==> config.mk <==
export PLATFORM = sky130hd
export DESIGN_NAME = bounded_deque_with_erase
export DESIGN_NICKNAME = d
export VERILOG_FILES = /design/src/hdl/bdq_pkg.sv /design/src/hdl/bdq_ring.sv /design/src/hdl/bounded_deque_with_erase.sv
export SDC_FILE = /design/constraint.sdc
export NUM_CORES = 1
export LEC_CHECK = 0
export CAP_MARGIN = 10
export CORE_MARGIN = 8
export CORE_UTILIZATION = 57
export CTS_CLUSTER_DIAMETER = 40
export DETAILED_ROUTE_END_ITERATION = 8
export DONT_BUFFER_PORTS = 1
export HOLD_SLACK_MARGIN = 0.02
export PLACE_DENSITY = 0.71
export REMOVE_ABC_BUFFERS = 1
export SLEW_MARGIN = 20
export SYNTH_ARGS = -nofsm -noshare
export SYNTH_HDL_FRONTEND = slang
export SYNTH_SLANG_ARGS = --single-unit
==> constraint.sdc <==
create_clock -name clk -period 8.2 [get_ports clk]
set_input_delay 0.82 -clock clk [delete_from_list [all_inputs] [get_ports clk]]
set_output_delay 0.82 -clock clk [all_outputs]
set_load 0.01 [all_outputs]
==> src/hdl/bdq_pkg.sv <==
// Shared action codes, status codes and sequencer state type for the bounded deque.
package bdq_pkg;

	localparam logic [2:0] ACT_PUSH_BACK  = 3'd0;
	localparam logic [2:0] ACT_POP_BACK   = 3'd1;
	localparam logic [2:0] ACT_POP_FRONT  = 3'd2;
	localparam logic [2:0] ACT_PUSH_FRONT = 3'd3;
	localparam logic [2:0] ACT_ERASE      = 3'd4;

	localparam logic [1:0] ST_OK        = 2'd0;
	localparam logic [1:0] ST_EMPTY     = 2'd1;
	localparam logic [1:0] ST_FULL      = 2'd2;
	localparam logic [1:0] ST_NOT_FOUND = 2'd3;

	localparam int PortWidth = 32;

	typedef enum logic [6:0] {
		S_IDLE     = 7'b0000001,
		S_RD       = 7'b0000010,
		S_SCAN_RD  = 7'b0000100,
		S_SCAN_CMP = 7'b0001000,
		S_SHIFT_RD = 7'b0010000,
		S_SHIFT_WR = 7'b0100000,
		S_DONE     = 7'b1000000
	} state_t;

endpackage

==> src/hdl/bdq_ring.sv <==
// Ring address unit: maps an offset from the front entry to a store position.
module bdq_ring #(
	parameter int DEPTH = 16
) (
	input  logic [$clog2(DEPTH)-1:0] base,
	input  logic [$clog2(DEPTH)-1:0] offset,
	output logic [$clog2(DEPTH)-1:0] slot
);
	localparam int AW = $clog2(DEPTH);
	localparam logic [AW:0] DepthW = (AW+1)'(DEPTH);

	logic [AW:0] sum;

	always_comb begin
		sum = {1'b0, base} + {1'b0, offset};
		if (sum >= DepthW) begin
			slot = AW'(sum - DepthW);
		end else begin
			slot = AW'(sum);
		end
	end

endmodule

==> src/hdl/bounded_deque_with_erase.sv <==
// Bounded double-ended queue with erase of the first matching entry.
// A push, a spare action or a request refused at once goes straight to the result state;
// a pop that removes an entry first reads it in S_RD. An erase reads and compares entries
// from the front to the first match, if any, then moves each later entry one place forward.
// One request at a time: the next request is accepted once the result has been taken.
// Reset empties the queue (count and front index clear); store contents are not cleared.
module bounded_deque_with_erase #(
	parameter int DEPTH      = 16,
	parameter int DATA_WIDTH = 32
) (
	input  logic                                    clk,
	input  logic                                    arst_n,
	input  logic                                    in_valid,
	output logic                                    in_ready,
	input  logic [2:0]                              action,
	input  logic signed [bdq_pkg::PortWidth-1:0]    item_value,
	output logic                                    out_valid,
	input  logic                                    out_ready,
	output logic signed [bdq_pkg::PortWidth-1:0]    removed_value,
	output logic [1:0]                              status,
	output logic [$clog2(DEPTH+1)-1:0]              entry_total
);
	import bdq_pkg::*;

	localparam int AW = $clog2(DEPTH);
	localparam int CW = $clog2(DEPTH + 1);
	localparam logic [CW-1:0] FullW = CW'(DEPTH);
	localparam logic [AW-1:0] LastIdx = AW'(DEPTH - 1);

	state_t                state_q;
	logic [2:0]            action_q;
	logic [DATA_WIDTH-1:0] val_q;
	logic [DATA_WIDTH-1:0] rem_q;
	logic [1:0]            status_q;
	logic [CW-1:0]         count_q;
	logic [AW-1:0]         front_q;
	logic [AW-1:0]         k_q;

	logic [DATA_WIDTH-1:0] mem [DEPTH];
	logic [DATA_WIDTH-1:0] rdata_q;

	logic [DATA_WIDTH-1:0] in_data;
	logic [AW-1:0]         k_sel;
	logic [AW-1:0]         slot;
	logic [AW-1:0]         front_dec;
	logic                  accept;
	logic                  full;
	logic                  empty;
	logic                  rd_en;
	logic                  wr_en;
	logic [AW-1:0]         wr_addr;
	logic [DATA_WIDTH-1:0] wr_data;
	logic [CW:0]           k_next;
	logic [CW:0]           k_next2;

	generate
		if (DATA_WIDTH <= PortWidth) begin : g_narrow
			assign in_data = item_value[DATA_WIDTH-1:0];
		end else begin : g_wide
			assign in_data = DATA_WIDTH'({1'b0, item_value});
		end
		if (DATA_WIDTH >= PortWidth) begin : g_out_trunc
			assign removed_value = rem_q[PortWidth-1:0];
		end else begin : g_out_ext
			assign removed_value = {{(PortWidth-DATA_WIDTH){rem_q[DATA_WIDTH-1]}}, rem_q};
		end
	endgenerate

	assign accept    = in_valid && in_ready;
	assign in_ready  = (state_q == S_IDLE);
	assign out_valid = (state_q == S_DONE);
	assign status    = status_q;
	assign entry_total = count_q;
	assign full      = (count_q == FullW);
	assign empty     = (count_q == '0);
	assign front_dec = (front_q == '0) ? LastIdx : front_q - 1'b1;
	assign k_next    = (CW+1)'(k_q) + 1'b1;
	assign k_next2   = (CW+1)'(k_q) + 2'd2;

	always_comb begin
		k_sel = '0;
		case (state_q)
			S_IDLE: begin
				if (action == ACT_PUSH_BACK) begin
					k_sel = AW'(count_q);
				end else if (action == ACT_POP_BACK) begin
					k_sel = AW'(count_q - 1'b1);
				end
			end
			S_RD:       k_sel = AW'(1);
			S_SCAN_RD:  k_sel = k_q;
			S_SHIFT_RD: k_sel = k_q + 1'b1;
			S_SHIFT_WR: k_sel = k_q;
			default:    k_sel = '0;
		endcase
	end

	bdq_ring #(.DEPTH(DEPTH)) u_ring (
		.base   (front_q),
		.offset (k_sel),
		.slot   (slot)
	);

	always_comb begin
		rd_en   = (state_q == S_IDLE) || (state_q == S_SCAN_RD) || (state_q == S_SHIFT_RD);
		wr_en   = 1'b0;
		wr_addr = slot;
		wr_data = rdata_q;
		if (state_q == S_IDLE && accept && !full) begin
			if (action == ACT_PUSH_BACK) begin
				wr_en   = 1'b1;
				wr_data = in_data;
			end else if (action == ACT_PUSH_FRONT) begin
				wr_en   = 1'b1;
				wr_addr = front_dec;
				wr_data = in_data;
			end
		end else if (state_q == S_SHIFT_WR) begin
			wr_en = 1'b1;
		end
	end

	always_ff @(posedge clk) begin
		if (wr_en) begin
			mem[wr_addr] <= wr_data;
		end
		if (rd_en) begin
			rdata_q <= mem[slot];
		end
	end

	always_ff @(posedge clk or negedge arst_n) begin
		if (!arst_n) begin
			state_q <= S_IDLE;
			count_q <= '0;
			front_q <= '0;
			k_q     <= '0;
		end else begin
			case (state_q)
				S_IDLE: begin
					if (accept) begin
						case (action)
							ACT_PUSH_BACK: begin
								if (!full) begin
									count_q <= count_q + 1'b1;
								end
								state_q <= S_DONE;
							end
							ACT_PUSH_FRONT: begin
								if (!full) begin
									count_q <= count_q + 1'b1;
									front_q <= front_dec;
								end
								state_q <= S_DONE;
							end
							ACT_POP_BACK, ACT_POP_FRONT: begin
								if (!empty) begin
									count_q <= count_q - 1'b1;
									state_q <= S_RD;
								end else begin
									state_q <= S_DONE;
								end
							end
							ACT_ERASE: begin
								if (!empty) begin
									k_q     <= '0;
									state_q <= S_SCAN_RD;
								end else begin
									state_q <= S_DONE;
								end
							end
							default: begin
								state_q <= S_DONE;
							end
						endcase
					end
				end
				S_RD: begin
					if (action_q == ACT_POP_FRONT) begin
						front_q <= slot;
					end
					state_q <= S_DONE;
				end
				S_SCAN_RD: begin
					state_q <= S_SCAN_CMP;
				end
				S_SCAN_CMP: begin
					if (rdata_q == val_q) begin
						if (k_next < (CW+1)'(count_q)) begin
							state_q <= S_SHIFT_RD;
						end else begin
							count_q <= count_q - 1'b1;
							state_q <= S_DONE;
						end
					end else if (k_next >= (CW+1)'(count_q)) begin
						state_q <= S_DONE;
					end else begin
						k_q     <= k_q + 1'b1;
						state_q <= S_SCAN_RD;
					end
				end
				S_SHIFT_RD: begin
					state_q <= S_SHIFT_WR;
				end
				S_SHIFT_WR: begin
					k_q <= k_q + 1'b1;
					if (k_next2 < (CW+1)'(count_q)) begin
						state_q <= S_SHIFT_RD;
					end else begin
						count_q <= count_q - 1'b1;
						state_q <= S_DONE;
					end
				end
				S_DONE: begin
					if (out_ready) begin
						state_q <= S_IDLE;
					end
				end
				default: begin
					state_q <= S_IDLE;
				end
			endcase
		end
	end

	always_ff @(posedge clk) begin
		if (accept) begin
			action_q <= action;
			val_q    <= in_data;
			rem_q    <= '0;
			case (action)
				ACT_PUSH_BACK, ACT_PUSH_FRONT: begin
					status_q <= full ? ST_FULL : ST_OK;
				end
				ACT_POP_BACK, ACT_POP_FRONT, ACT_ERASE: begin
					status_q <= empty ? ST_EMPTY : ST_OK;
				end
				default: begin
					status_q <= ST_OK;
				end
			endcase
		end else if (state_q == S_RD) begin
			rem_q <= rdata_q;
		end else if (state_q == S_SCAN_CMP) begin
			if (rdata_q != val_q && k_next >= (CW+1)'(count_q)) begin
				status_q <= ST_NOT_FOUND;
			end
		end
	end

endmodule

Yosys cells after proc, flatten, opt, wreduce, memory -nomap -nowiden --
Memories as Yosys holds them, arrays and structs flattened. A register that Yosys moved wholly into a read port is not among the register bits. Cells that the tools add are included.
Word-level totals: bits in registers 89, bits in latches 0, memory bits (writable) 512, bits in read-only memories 0, input bits 39, output and inout port bits 41, word-level logic and storage cells 128, memories 1
Cells by class: add/sub/neg operators 8, $mul 0, divide/modulo/power cells 0, $lt $le $gt $ge 4, eq/ne operators 31, shift-type cells 0, mux-type cells 53, bitwise operators 0, reduce and logical (&&, ||, !) cells 23
Memory list:
- mem | words 16, bits a word 32, rd ports 1, clocked after Yosys merged registers in 1, wr ports 1, RTL line bounded_deque_with_erase.sv:39 | logic [DATA_WIDTH-1:0] mem [DEPTH];
Operators with widths (number):
- 32-bit two-way mux | 3
- 4-bit two-way mux | 16
- 7-bit two-way mux | 8
- 7-bit case mux with 7 select lines | 1
- 32-bit equality test | 1
- 32-bit != test | 1
- 5-bit two-way mux | 6
- 2-bit != test (second input constant) | 9
- 4-bit case mux with 4 select lines | 1
- 5-bit case mux with 3 select lines | 1
- 7-bit case mux with 2 select lines | 1
- 4-bit case mux with 3 select lines | 1
- 5-bit less-than comparator | 2
- 2-bit two-way mux | 5
- 5-bit case mux with 2 select lines | 1
- 3-bit by 2-bit equality test with 1-bit output (second input constant) | 3
- 2-bit by 1-bit != test with 1-bit output (second input constant) | 4
- 4-bit case mux with 2 select lines | 1
- 8-bit AND reduction | 1
- 4-bit by 1-bit subtractor with 4-bit output (second input constant) | 2
- 7-bit by 1-bit equality test with 1-bit output (second input constant) | 1
- 7-bit by 2-bit equality test with 1-bit output (second input constant) | 1
- 7-bit by 3-bit equality test with 1-bit output (second input constant) | 1
- 7-bit by 4-bit equality test with 1-bit output (second input constant) | 1
- other kinds (32) | 47

Longest topological paths before layout --
Gate-level depths: netlist of run 1.
word-level depth 10, mapped depth 14, depth with buffers taken out 12

Hierarchy --
From an unflattened synthesis of run 1, not the netlist that was laid out.
Second synthesis, totals: cell total of the unflattened synthesis 1264, area total of the unflattened synthesis 25175.4 um^2
By module, submodules not included:
- bounded_deque_with_erase | times used 1, cells an instance 1255, area each 25075.3 um^2, seq. area each 18589.1 um^2
- bdq_ring | times used 1, cells an instance 9, area each 100.1 um^2, seq. area each 0.0 um^2

Worst setup path after synthesis of run 1 --
No wires, ideal clock.
path type input -> register, start in action[2], end mem mem[11][0] (enable), setup time 0.461 ns, arrival 5.585 ns, data required time 7.739 ns, setup slack 2.154 ns, cell stages on the path 12, buffers on the path 3, cells stage by stage clkbuf_1 > nor2_1 > nand3_1 > o22ai_1 > a211o_1 > ha_1 > fa_1 > clkbuf_1 > clkbuf_1 > mux2i_1 > o21bai_1 > nor3_1
Between the ends: cells in the longest elaborated chain, start to end 10, elaborated cells on any way between the ends 18, those cells by class 2 x add/sub; 1 x order compare; 2 x eq/ne; 12 x mux; 1 x reduce/logical
Ends and longest elaborated chain:
- start, declared | RTL line bounded_deque_with_erase.sv:15 | input logic [2:0] action,
- 3-bit by 1-bit equality test with 1-bit output | RTL line bounded_deque_with_erase.sv:86 | end else if (action == ACT_POP_BACK) begin
- 4-bit two-way mux | RTL line bounded_deque_with_erase.sv:86
- 4-bit two-way mux | RTL line bounded_deque_with_erase.sv:84 | if (action == ACT_PUSH_BACK) begin
- 4-bit case mux with 4 select lines | RTL line bounded_deque_with_erase.sv:82 | case (state_q)
- 4-bit by 4-bit adder with 5-bit output | RTL line bdq_ring.sv:15 | sum = {1'b0, base} + {1'b0, offset};
- 4-bit by 1-bit subtractor with 4-bit output / 5-bit >= comparator (equally long branches) | RTL line bdq_ring.sv:17, bdq_ring.sv:16
- 4-bit two-way mux | RTL line bdq_ring.sv:16 | if (sum >= DepthW) begin
- 4-bit two-way mux | RTL line bounded_deque_with_erase.sv:113 | end else if (action == ACT_PUSH_FRONT) begin
- 4-bit two-way mux | RTL line bounded_deque_with_erase.sv:110 | if (action == ACT_PUSH_BACK) begin
- 4-bit two-way mux | RTL line bounded_deque_with_erase.sv:109 | if (state_q == S_IDLE && accept && !full) begin
- end, declared | RTL line bounded_deque_with_erase.sv:39
Parallel ways exist; a longest one is shown, timed or not.

Worst setup path in the final report of run 1 --
start reg state_q[5], end mem mem[13][25] (enable)
Between the ends: cells in the longest elaborated chain, start to end 9, elaborated cells on any way between the ends 21, those cells by class 2 x add/sub; 1 x order compare; 5 x eq/ne; 9 x mux; 4 x reduce/logical
Ends and longest elaborated chain:
- start, declared | RTL line bounded_deque_with_erase.sv:30 | state_t state_q;
- start signal, assigned | RTL line bounded_deque_with_erase.sv:134 | state_q <= S_IDLE;
- start signal, assigned | RTL line bounded_deque_with_erase.sv:147 | state_q <= S_DONE;
- start signal, assigned | RTL line bounded_deque_with_erase.sv:154 | state_q <= S_DONE;
- 7-bit by 3-bit equality test with 1-bit output / 7-bit by 6-bit equality test with 1-bit output (equally long branches) | RTL line bounded_deque_with_erase.sv:82, bounded_deque_with_erase.sv:118
- 2-bit OR reduction (no source line)
- 4-bit case mux with 4 select lines | RTL line bounded_deque_with_erase.sv:82
- 4-bit by 4-bit adder with 5-bit output | RTL line bdq_ring.sv:15
- 4-bit by 1-bit subtractor with 4-bit output / 5-bit >= comparator (equally long branches) | RTL line bdq_ring.sv:17, bdq_ring.sv:16
- 4-bit two-way mux | RTL line bdq_ring.sv:16
- 4-bit two-way mux | RTL line bounded_deque_with_erase.sv:113
- 4-bit two-way mux | RTL line bounded_deque_with_erase.sv:110
- 4-bit two-way mux | RTL line bounded_deque_with_erase.sv:109
Parallel ways exist; a longest one is shown, timed or not.

==> results.txt, run 1 <==
----------------------------------------------------
[Status]
  Outcome ... finished clean

[Synthesis]
  Share of synthesized registers carrying an async set or reset ... 3.16%
  Adder-cell share of the synthesized area ... 0.974%
  Compound-Gate Fraction of Synth Area ... 2.61%
  Synthesized area per cell ... 20.0 sq um
  Share of synthesized area spent on multiplexers ... 16.1%
  Largest cells by area after synthesis ... sky130_fd_sc_hd__edfxtp_1 (69%), sky130_fd_sc_hd__mux4_2 (14%), sky130_fd_sc_hd__dfxtp_1 (2.5%)
  Count of flip-flops with a built-in enable after synthesis ... 581
  Top cells by instance count after synthesis ... sky130_fd_sc_hd__edfxtp_1 (581), sky130_fd_sc_hd__mux4_2 (160), sky130_fd_sc_hd__nand2_1 (85), sky130_fd_sc_hd__clkbuf_1 (55), sky130_fd_sc_hd__a21oi_1 (41)
  Cell area after synthesis ... 25200 sq um
  Xor and xnor area share after synthesis ... 1.88%
  Number of warnings reported in the yosys synthesis log ... 0
  Largest area contributor in the netlist ... sky130_fd_sc_hd__edfxtp_1
  Count of distinct cell types in the synthesized netlist ... 58
  Top FF cell, synth ... sky130_fd_sc_hd__edfxtp_1
  Area share of the largest cell type after synthesis ... 69.3%
  Most numerous cell in the Yosys netlist ... sky130_fd_sc_hd__edfxtp_1
  Number of instances in the synthesized netlist ... 1260
  Post-synthesis register bit count ... 633
  Main combinational cell family by area after synthesis ... multiplexers
  Register area share after synthesis ... 73.8%
  Simple-gate share of the synthesized area ... 3.33%

[Timing]
  Final Max Slew Viols ... 0
  Hold Fails Final Rpt ... 0
  Slew of the pin with the lowest slew margin ... 1150 ps
  Number of setup violations in the final report ... 0
  Post-Route Skew ... 30.0 ps
  Final Cycle Share ... 71.9%
  Crit path time final ... 5890 ps
  Maximum operating frequency ... 0.170 GHz
  Setup_tns ... 0 ps
  RSZ-0062 raised after global routing ... false
  Tightest slew margin relative to the limit ... 22.4%

[CTS]
  Clock transition at the registers of the reported paths ... 60 ps
  Clock latency of the later-clocked register in the worst-skew pair ... 630 ps
  Clock tree sinks ... 633
  Clock H-tree levels ... 3
  Post-cts resize count ... 0
  CTS tree ... built
  Cell at the root of the clock tree ... sky130_fd_sc_hd__clkbuf_16
  Post-CTS Repair Setup Buffers ... 0
  Largest buffer count on any clock path ... 3
  Clock buffer count from CTS ... 82

[Worst setup path]
  Worst path cell trace ... nor3_1 -> and3_2 -> a211o_1 -> ha_4 -> fa_4 -> mux2i_1 -> o21ai_1 -> nor3_2 -> buf_4
  Req. time, crit path ... 8490 ps
  Worst Path Arrival ... 6190 ps
  Slowest Stage Delay on Critical Path ... 1050 ps
  Maximum fanout along the worst path ... 61
  Crit end category ... register
  Critical path launch point type ... register
  Crit Path Class ... register to register
  Cell with the largest stage delay on the worst path ... sky130_fd_sc_hd__and3_2

[Pwr]
  Worst supply voltage drop on vdd ... 0.276 mV
  Total leakage power ... 9.40 nW
  PwrDens ... 419 nW/um^2
  Design Power ... 12.1 mW

[Floorplan]
  Area of the core region ... 43900 sq um
  Die height ... 226 um
  Number of cell rows ... 77
  Number of primary I/O pins ... 80
  Effective utilization at floorplan ... 57.3%
  Overall die width ... 226 um
  Die Area ... 51200 sq um

[Placement]
  Number of port buffers ... 0
  Sum of net half-perimeters after detailed placement ... 31.2 mm
  Post-placement cell area ... 26100 sq um
  Gpl congestion ... 0.893

[Final layout]
  Proportion of layout cells with a drive suffix above 1 ... 28.9%
  N_diodes ... 0
  Design area ... 28900 sq um
  Area added between synthesis and finish ... 14.8%
  Fill cell instance count of the final layout ... 2826
  Final layout net count ... 1376

[Flow run]
  Max capacitance violation total ... 0

[GRT]
  Met1 Usage GRT ... 31.2%
  Met2 Use GR ... 35.7%
  Largest net degree at the start of global routing ... 130
  Total routing usage reported by global routing ... 22.7%
  Initial antenna violation count ... 3
  Global route total overflow ... 0
  Via count of the first global-routing pass ... 12848
  Wire length of the first global-routing pass ... 84.2 mm
  Layer with the highest usage ... met2
  GRT met3 Usage ... 5.74%

[Route]
  Antenna-violating nets left ... 0
  Sum of routed wire length over all layers ... 56.6 mm
  Residual DRC ... 0
  Initial drt markers ... 1419
  Detailed-route wire length per cell ... 28.6 um
  First-pass DRT Iterations ... 5
  Detail-routed via count per cell ... 6.37
  Via total after detailed routing ... 12590

[Min path]
  Path type of the worst min-delay path ... primary input to register

----------------------------------------------------
power by group:
part	leakage (nW)	switching, mW	internal [mW]
registers	5.78	0.252	4.39
clock network	1.34	1.46	2.14
logic	2.28	2.12	1.76
total	9.40	3.83	8.29
cells by family after synthesis:
logic type | Yosys count
DFF | 633
muxes | 200
and+or+nand+nor | 178
AOI/OAI and AO/OA | 99
buffers and inverters | 79
xor gates and xnor gates | 52
adders and majority gates | 19
final timing paths:
path                                      to  depth (start not counted)  slack (ps)         startpoint
min in group asynchronous         state_q[6]                          1         820             arst_n
min                                 val_q[0]                          0         280      item_value[0]
min reg2reg                removed_value[28]                          2         500  removed_value[28]
max                              mem[13][25]                          9        2310         state_q[5]
max in group asynchronous     entry_total[2]                          1        6750             arst_n
max reg2reg                      mem[13][25]                          9        2310         state_q[5]
timing repair:
action | in CTS | in global routing
endpoints found under the hold margin | 20 | 0
hold buffers | 1 | 0
endpoints found under the setup margin | 0 | 0
state kept, by name (all words and copies together) (netlist names):
name           flops
mem              512
rdata_q           32
removed_value     32
val_q             32
state_q            7
entry_total        5
front_q            4
k_q                4
action_q           3
status             2
critical path, delay by kind of cell (launching register included):
family / cells / cell delay [ps]
adder cells (fa/ha/maj): 2 / 1130
buffers and inverters: 1 / 440
AO/OA/AOI/OAI: 2 / 570
flip-flops: 1 / 460
AND/OR/NAND/NOR: 3 / 2550
multiplexers: 1 / 380
per-layer routing:
metal | routed length, um | up-vias
li1 | - | 5294
met3 | 5290 | 112
met2 | 27300 | 622
met4 | 1390 | 6
met1 | 22600 | 6556
met5 | 39 | -
layout by cell type (no fill, tap or decap), types with 11 or more instances in the layout:
cell type and instances:
sky130_fd_sc_hd__ha_1 17, sky130_fd_sc_hd__xnor2_1 13, sky130_fd_sc_hd__dfrtp_1 19, sky130_fd_sc_hd__nor4_1 12, sky130_fd_sc_hd__nor2_1 15, sky130_fd_sc_hd__clkbuf_16 82, sky130_fd_sc_hd__inv_1 15, sky130_fd_sc_hd__mux4_2 160
sky130_fd_sc_hd__buf_4 33, sky130_fd_sc_hd__mux2_2 34, sky130_fd_sc_hd__clkinv_1 14, sky130_fd_sc_hd__nor3_2 16, sky130_fd_sc_hd__a21oi_1 41, sky130_fd_sc_hd__nand2_1 85, sky130_fd_sc_hd__xor2_1 37, sky130_fd_sc_hd__dfxtp_1 32
sky130_fd_sc_hd__edfxtp_1 581, sky130_fd_sc_hd__inv_6 11
area by class of cell:
type | count | area, sq um | area share, %
Timing Repair Buffer | 38 | 345 | 1.19
Clock buffer | 86 | 2070 | 7.15
Multi-Input combinational cell | 548 | 6400 | 22.1
Tap cell | 592 | 741 | 2.56
Inverter | 15 | 56.3 | 0.195
Clock inverter | 66 | 721 | 2.49
Sequential cell | 633 | 18600 | 64.3
per-stage QoR:
| stage | instances | setup slack [ps] | hold slack, ps | util (%) |
|---|---|---|---|---|
| after floorplan | 1196 | -1440 | 481 | - |
| after global placement | 1824 | 2490 | 498 | 59.4 |
| after detailed placement | 1824 | 2340 | 500 | 59.4 |
| after CTS | 1977 | 2330 | 248 | 65.8 |
| after global routing | 1978 | 2010 | 252 | 65.8 |
| final | 1978 | 2310 | 279 | 65.8 |
Note: power is estimated with default switching activity, not from simulation.
==> run 2, diff against run 1 <==
PLACE_DENSITY = 0.74   (was 0.71)
clock period = 5.4 ns   (was 8.2 ns; I/O delays follow)
==> run 2 against run 1 <==
Against the previous run:
- final cell count up 2.4%
- non-clock buffer count up 43
- critical path depth unchanged
- sequential power up 53%
- clock-buffer cell count up 6
- clock skew up 31 ps
- sequential share of layout area down 0.94 points
- first-iteration DRC count up 14%
- clock power up 52%
- largest cell class unchanged
==> results.txt, run 2 (same netlist as run 1, synthesis figures left out) <==
----------------------------------------------------
[Status]
  Outcome ... finished clean

[Floorplan]
  Number of cell rows ... 77 (unchanged)
  Die Area ... 51200 sq um (unchanged)
  Die height ... 226 um (unchanged)
  Overall die width ... 226 um (unchanged)
  Number of primary I/O pins ... 80 (unchanged)
  Area of the core region ... 43900 sq um (unchanged)
  Effective utilization at floorplan ... 57.3% (unchanged)

[Route]
  Initial drt markers ... 1618 (+14%)
  Via total after detailed routing ... 12811 (+1.8%)
  Antenna-violating nets left ... 0 (unchanged)
  Residual DRC ... 0 (unchanged)
  Detail-routed via count per cell ... 6.33 (-0.61%)
  First-pass DRT Iterations ... 6 (+1)
  Detailed-route wire length per cell ... 29.4 um (+2.7%)
  Sum of routed wire length over all layers ... 59.5 mm (+5.1%)

[Worst setup path]
  Maximum fanout along the worst path ... 21 (-66%)
  Worst R2R Start ... state_q[1]
  Critical path launch point type ... register
  Timing startpoint of the critical path ... state_q[1]
  Crit Path Class ... register to register
  Crit end category ... register
  Req. time, crit path ... 5630 ps (-2860 ps)
  Worst Path Arrival ... 4710 ps (-1480 ps)

[CTS]
  Clock transition at the registers of the reported paths ... 50 ps (about the same)
  Clock tree sinks ... 633 (unchanged)
  Number of hold buffers added after CTS ... 36 (+35)
  Post-CTS Repair Setup Buffers ... 0 (unchanged)
  Clock latency of the later-clocked register in the worst-skew pair ... 640 ps (about the same)
  Cell at the root of the clock tree ... sky130_fd_sc_hd__clkbuf_16
  Clock buffer count from CTS ... 82 (unchanged)
  CTS tree ... built
  Clock H-tree levels ... 3 (unchanged)
  Largest buffer count on any clock path ... 3 (unchanged)
  Post-cts resize count ... 0 (unchanged)

[Final layout]
  Most flop-heavy register ... mem
  Proportion of layout cells with a drive suffix above 1 ... 28.8% (-0.069 points)
  Fill cell instance count of the final layout ... 2807 (-0.67%)
  Area added between synthesis and finish ... 16.5%
  Number of flip-flops in the largest register ... 512 (unchanged)
  Finished Core Util ... 66.8% (+0.98 points)
  Final layout net count ... 1419 (+3.1%)
  Commonest non-fill, non-tap cell in the layout ... sky130_fd_sc_hd__edfxtp_1
  Most frequent cells in the layout ... sky130_fd_sc_hd__edfxtp_1 (581), sky130_fd_sc_hd__mux4_2 (160), sky130_fd_sc_hd__nand2_1 (85)

[Pwr]
  Total leakage power ... 9.61 nW (+2.2%)
  Design Power ... 18.6 mW (+53%)
  Worst supply voltage drop on vdd ... 0.534 mV (+94%)
  PwrDens ... 634 nW/um^2 (+51%)

[Timing]
  Number of setup violations in the final report ... 0 (unchanged)
  Crit path time final ... 4480 ps (-1410 ps)
  Final Cycle Share ... 83.0% (+11 points)
  Post-Route Skew ... 61.2 ps (+31.2 ps)
  RSZ-0062 raised after global routing ... false
  Final Max Slew Viols ... 0 (unchanged)
  Hold Fails Final Rpt ... 0 (unchanged)
  Slew of the pin with the lowest slew margin ... 1100 ps (-50.4 ps)
  Tightest slew margin relative to the limit ... 25.8% (+3.4 points)
  Maximum operating frequency ... 0.223 GHz (+32%)

[GRT]
  Via count of the first global-routing pass ... 13468 (+4.8%)
  Wire length of the first global-routing pass ... 87.7 mm (+4.1%)
  Largest net degree at the start of global routing ... 63 (-52%)
  Initial antenna violation count ... 2 (-1)
  Global route total overflow ... 0 (unchanged)
  Total routing usage reported by global routing ... 23.8% (+1.0 points)

[Min path]
  Beginning of the worst hold path ... action[2]
  Path type of the worst min-delay path ... primary input to register

[Flow run]
  Max capacitance violation total ... 0 (unchanged)

[Placement]
  Sum of net half-perimeters after detailed placement ... 32.5 mm (+4.1%)
  Number of port buffers ... 0 (unchanged)
  Gpl congestion ... 0.899 (+0.67%)

----------------------------------------------------
run 2: worst max-delay path, stage by stage (launching register included):
cell and delay, ps:
sky130_fd_sc_hd__dfrtp_1 460, sky130_fd_sc_hd__or4_1 650, sky130_fd_sc_hd__nor3_1 410, sky130_fd_sc_hd__a211o_1 250, sky130_fd_sc_hd__ha_4 160, sky130_fd_sc_hd__fa_4 830, sky130_fd_sc_hd__mux2i_1 260, sky130_fd_sc_hd__o21ai_1 310
sky130_fd_sc_hd__nor3_2 300, sky130_fd_sc_hd__buf_4 460
run 2: final timing paths:
| path | end | slack [ps] | depth (start not counted) |
|---|---|---|---|
| max | mem[13][18] | 920 | 9 |
| min | status[1] | 180 | 1 |
| max reg2reg | mem[13][18] | 920 | 9 |
| min reg2reg | removed_value[6] | 500 | 2 |
| max in group asynchronous | state_q[6] | 4240 | 1 |
| min in group asynchronous | front_q[2] | 530 | 1 |
run 2: area by class of cell:
| cell class | instances | area [sq um] | area share (%) |
|---|---|---|---|
| Multi-Input combinational cell | 548 | 6400 | 21.8 |
| Tap cell | 592 | 741 | 2.52 |
| Antenna cell | 2 | 5.00 | 0.0171 |
| Inverter | 15 | 56.3 | 0.192 |
| Timing Repair Buffer | 81 | 736 | 2.51 |
| Clock buffer | 92 | 2100 | 7.15 |
| Sequential cell | 633 | 18600 | 63.3 |
| Clock inverter | 62 | 718 | 2.45 |
run 2: where the power goes:
group / internal [mW] / switching, mW / total, mW / leakage (nW)
clock network: 3.24 / 2.24 / 5.48 / 1.36
registers: 6.67 / 0.420 / 7.09 / 5.78
logic: 2.72 / 3.33 / 6.04 / 2.47
run 2: routing by layer:
metal  part of all wire (%)  GRT usage, %  vias to the layer above  routed length, um
li1                       -             -                     5377                  -
met1                     37          30.3                     6671              22300
met2                     50          39.6                      649              29900
met3                    9.4          6.40                      114               5610
met4                    3.0          7.81                        0               1770
met5                      0             0                        -                  0
run 2: per-stage QoR:
stage | hold WS (ps) | setup WS, ps | instances | area (sq um) | TNS, ps
floorplan | 244 | -4240 | 1196 | 24900 | -1882500
global placement | 245 | 1020 | 1833 | 26200 | 0
detailed placement | 245 | 895 | 1833 | 26200 | 0
CTS | 147 | 949 | 2023 | 29300 | 0
global route | 159 | 624 | 2025 | 29300 | 0
finish | 181 | 919 | 2025 | 29300 | 0
==> run 3, diff against run 2 <==
PLACE_DENSITY = 0.71   (was 0.74)
clock period = 4.5 ns   (was 5.4 ns; I/O delays follow)
==> run 3 against run 2 <==
Against the previous run:
- sequential power is 20% higher
- register-to-register slack got worse by 620 ps
- hold slack lost 120 ps
- critical path type unchanged
- largest cell class unchanged
- largest power group unchanged
==> results.txt, run 3 (same netlist as run 1, synthesis figures left out) <==
----------------------------------------------------
[Status]
  Outcome ... finished clean

[Timing]
  Final Max Slew Viols ... 0 (unchanged)
  Min Hold Slack ... 57.4 ps (-123 ps)
  Fin worst setup slack ... 300 ps (-619 ps)
  RSZ-0062 raised after global routing ... false
  Tightest slew margin relative to the limit ... 27.5% (+1.7 points)
  Crit path time final ... 4200 ps (-281 ps)
  Number of setup violations in the final report ... 0 (unchanged)
  Slew of the pin with the lowest slew margin ... 1080 ps (-25.6 ps)
  Maximum operating frequency ... 0.238 GHz (+6.7%)
  Final Cycle Share ... 93.3% (+10 points)
  Hold Fails Final Rpt ... 0 (unchanged)
  Post-Route Skew ... 26.6 ps (-34.6 ps)

[Worst setup path]
  Top cell family by delay on the critical path ... simple AND/OR/NAND/NOR gates
  Logic depth of the worst register-to-register path ... 13 (+4)
  Maximum fanout along the worst path ... 28 (+33%)
  Cell with the largest stage delay on the worst path ... sky130_fd_sc_hd__nor3_1
  Crit Path Class ... register to register
  Crit end category ... register
  R2R Setup Slk ... 300 ps (-620 ps)
  Slowest Stage Delay on Critical Path ... 570 ps (-260 ps)
  Critical path launch point type ... register
  Worst path cell trace ... nor3_1 -> nand2_1 -> nor3_1 -> a22oi_1 -> nand2_1 -> ha_1 -> a21o_1 -> a21oi_1 -> xnor2_1 -> xnor2_4 -> o21a_1 -> nor3_2 -> buf_12
  Worst R2R Start ... state_q[5]
  Worst Path Arrival ... 4490 ps (-220 ps)
  Buffers plus inverters on the worst setup path ... 1 (unchanged)
  Req. time, crit path ... 4790 ps (-840 ps)
  Worst flop-to-flop path endpoint ... mem[12][15]

[Pwr]
  PwrDens ... 756 nW/um^2 (+19%)
  Worst supply voltage drop on vdd ... 0.540 mV (+1.1%)
  Total leakage power ... 9.68 nW (+0.68%)

[Min path]
  WHS Endpoint ... status[1]
  Path type of the worst min-delay path ... primary input to register
  Cell depth of the worst min-delay path ... 1 (unchanged)
  Beginning of the worst hold path ... action[2]

[Floorplan]
  Die height ... 226 um (unchanged)
  Overall die width ... 226 um (unchanged)
  Area of the core region ... 43900 sq um (unchanged)
  Number of cell rows ... 77 (unchanged)
  Die Area ... 51200 sq um (unchanged)
  Number of primary I/O pins ... 80 (unchanged)
  Effective utilization at floorplan ... 57.3% (unchanged)

[Route]
  Detailed-route wire length per cell ... 29.1 um (-0.93%)
  Residual DRC ... 0 (unchanged)
  Detail-routed via count per cell ... 6.40 (+1.2%)
  Antenna-violating nets left ... 0 (unchanged)
  First-pass DRT Iterations ... 5 (-1)
  Initial drt markers ... 1473 (-9.0%)
  Sum of routed wire length over all layers ... 59.1 mm (-0.68%)
  Via total after detailed routing ... 12991 (+1.4%)

[CTS]
  Clock tree sinks ... 633 (unchanged)
  Clock transition at the registers of the reported paths ... 60 ps (about the same)
  Clock H-tree levels ... 3 (unchanged)
  Cell at the root of the clock tree ... sky130_fd_sc_hd__clkbuf_16
  Clock latency of the later-clocked register in the worst-skew pair ... 620 ps (-20 ps)
  Post-CTS Repair Setup Buffers ... 0 (unchanged)
  Largest buffer count on any clock path ... 3 (unchanged)
  CTS tree ... built
  Clock buffer count from CTS ... 82 (unchanged)

[GRT]
  Wire length of the first global-routing pass ... 87.4 mm (-0.29%)
  Initial antenna violation count ... 1 (-1)
  Global route total overflow ... 0 (unchanged)
  Via count of the first global-routing pass ... 13160 (-2.3%)
  Largest net degree at the start of global routing ... 82 (+30%)
  Total routing usage reported by global routing ... 23.5% (-0.26 points)

[Placement]
  Number of port buffers ... 0 (unchanged)
  Placed insts ... 1840 (+0.38%)
  Gpl congestion ... 0.947 (+5.4%)
  Pre-CTS worst setup slack ... 396 ps (-499 ps)
  Sum of net half-perimeters after detailed placement ... 32.2 mm (-0.74%)

[Final layout]
  Fill cell instance count of the final layout ... 2784 (-0.82%)
  Area added between synthesis and finish ... 17.3%
  Most frequent cells in the layout ... sky130_fd_sc_hd__edfxtp_1 (581), sky130_fd_sc_hd__mux4_2 (160), sky130_fd_sc_hd__nand2_1 (85)
  Final layout net count ... 1426 (+0.49%)
  Proportion of layout cells with a drive suffix above 1 ... 29.2% (+0.42 points)
  Final instance count without filler cells ... 2030 (+0.25%)
  Number of flip-flops in the largest register ... 512 (unchanged)
  Commonest non-fill, non-tap cell in the layout ... sky130_fd_sc_hd__edfxtp_1
  Most flop-heavy register ... mem
  N_diodes ... 0 (-2)

[Flow run]
  Max capacitance violation total ... 0 (unchanged)

----------------------------------------------------
-- run 3: changes by cell type in the layout (fill, tap and decap cells not counted), moves of 2 or more --
cell,delta
sky130_fd_sc_hd__clkinv_2,+3
sky130_fd_sc_hd__clkinv_4,+5
sky130_fd_sc_hd__buf_4,-6
sky130_fd_sc_hd__diode_2,-2
sky130_fd_sc_hd__clkinv_8,+2
sky130_fd_sc_hd__inv_8,-2
sky130_fd_sc_hd__buf_12,+13
sky130_fd_sc_hd__clkinv_1,-2
sky130_fd_sc_hd__inv_6,-11
sky130_fd_sc_hd__clkinvlp_4,+3
sky130_fd_sc_hd__clkinv_16,-2
-- run 3: through the flow --
step	util (%)	total power [mW]	area [sq um]	TNS, ps
after CTS	67.2	22.5	29500	0
final	67.2	22.3	29500	0
after floorplan	-	13.2	24900	-2757460
after global routing	67.2	23.2	29500	0
after detailed placement	60.0	15.9	26400	0
after global placement	60.0	15.7	26400	0
-- run 3: per-layer routing --
layer  part of all wire (%)  GRT usage, %  up-vias
met5                  0.019             0        -
met4                    2.5          7.17        2
met3                    8.4          4.35       99
met2                     49          38.3      707
met1                     40          32.5     6771
li1                       -             -     5412
-- run 3: report_power, final --
group          switching, mW  total (mW)  internal [mW]
logic                   3.95        7.32           3.36
clock network           2.62        6.53           3.91
registers              0.481        8.48           7.99
total                   7.06        22.3           15.3
-- run 3: worst reg2reg max path, delay by kind of cell (launching register included) --
family,cells,cell delay [ps]
AO/OA/AOI/OAI,4,760
XOR/XNOR,2,380
adder cells (fa/ha/maj),1,240
buffers and inverters,1,290
flip-flops,1,460
AND/OR/NAND/NOR,5,1700
-- run 3: final cells by class --
| cell class | count | area, sq um | area share, % |
|---|---|---|---|
| multi-input combinational | 548 | 6400 | 21.7 |
| sequential | 633 | 18600 | 62.9 |
| timing repair buffer | 88 | 951 | 3.22 |
| clock buffer | 95 | 2140 | 7.25 |
| inverter | 15 | 56.3 | 0.191 |
| clock inverter | 59 | 666 | 2.25 |
| tap | 592 | 741 | 2.51 |
-- run 3: worst max path at each step --
| stage | start | to | slack [ps] | depth (start not counted) |
|---|---|---|---|---|
| 4_1_cts | state_q[1] | mem[12][8] | 370 | 9 |
| 3_3_place_gp | state_q[5] | mem[12][8] | 410 | 13 |
| 2_1_floorplan | state_q[5] | mem[15][0] | -5140 | 7 |
| 5_1_grt | state_q[1] | mem[0][15] | 90 | 9 |
| 3_5_place_dp | state_q[5] | mem[12][21] | 400 | 13 |
| 6_report | state_q[5] | mem[12][15] | 300 | 13 |
-- run 3: what timing repair did --
action,in CTS,in global routing
endpoints found under the setup margin,0,0
resized for setup,0,0
hold buffers,36,0
hold endpoints to repair,55,0
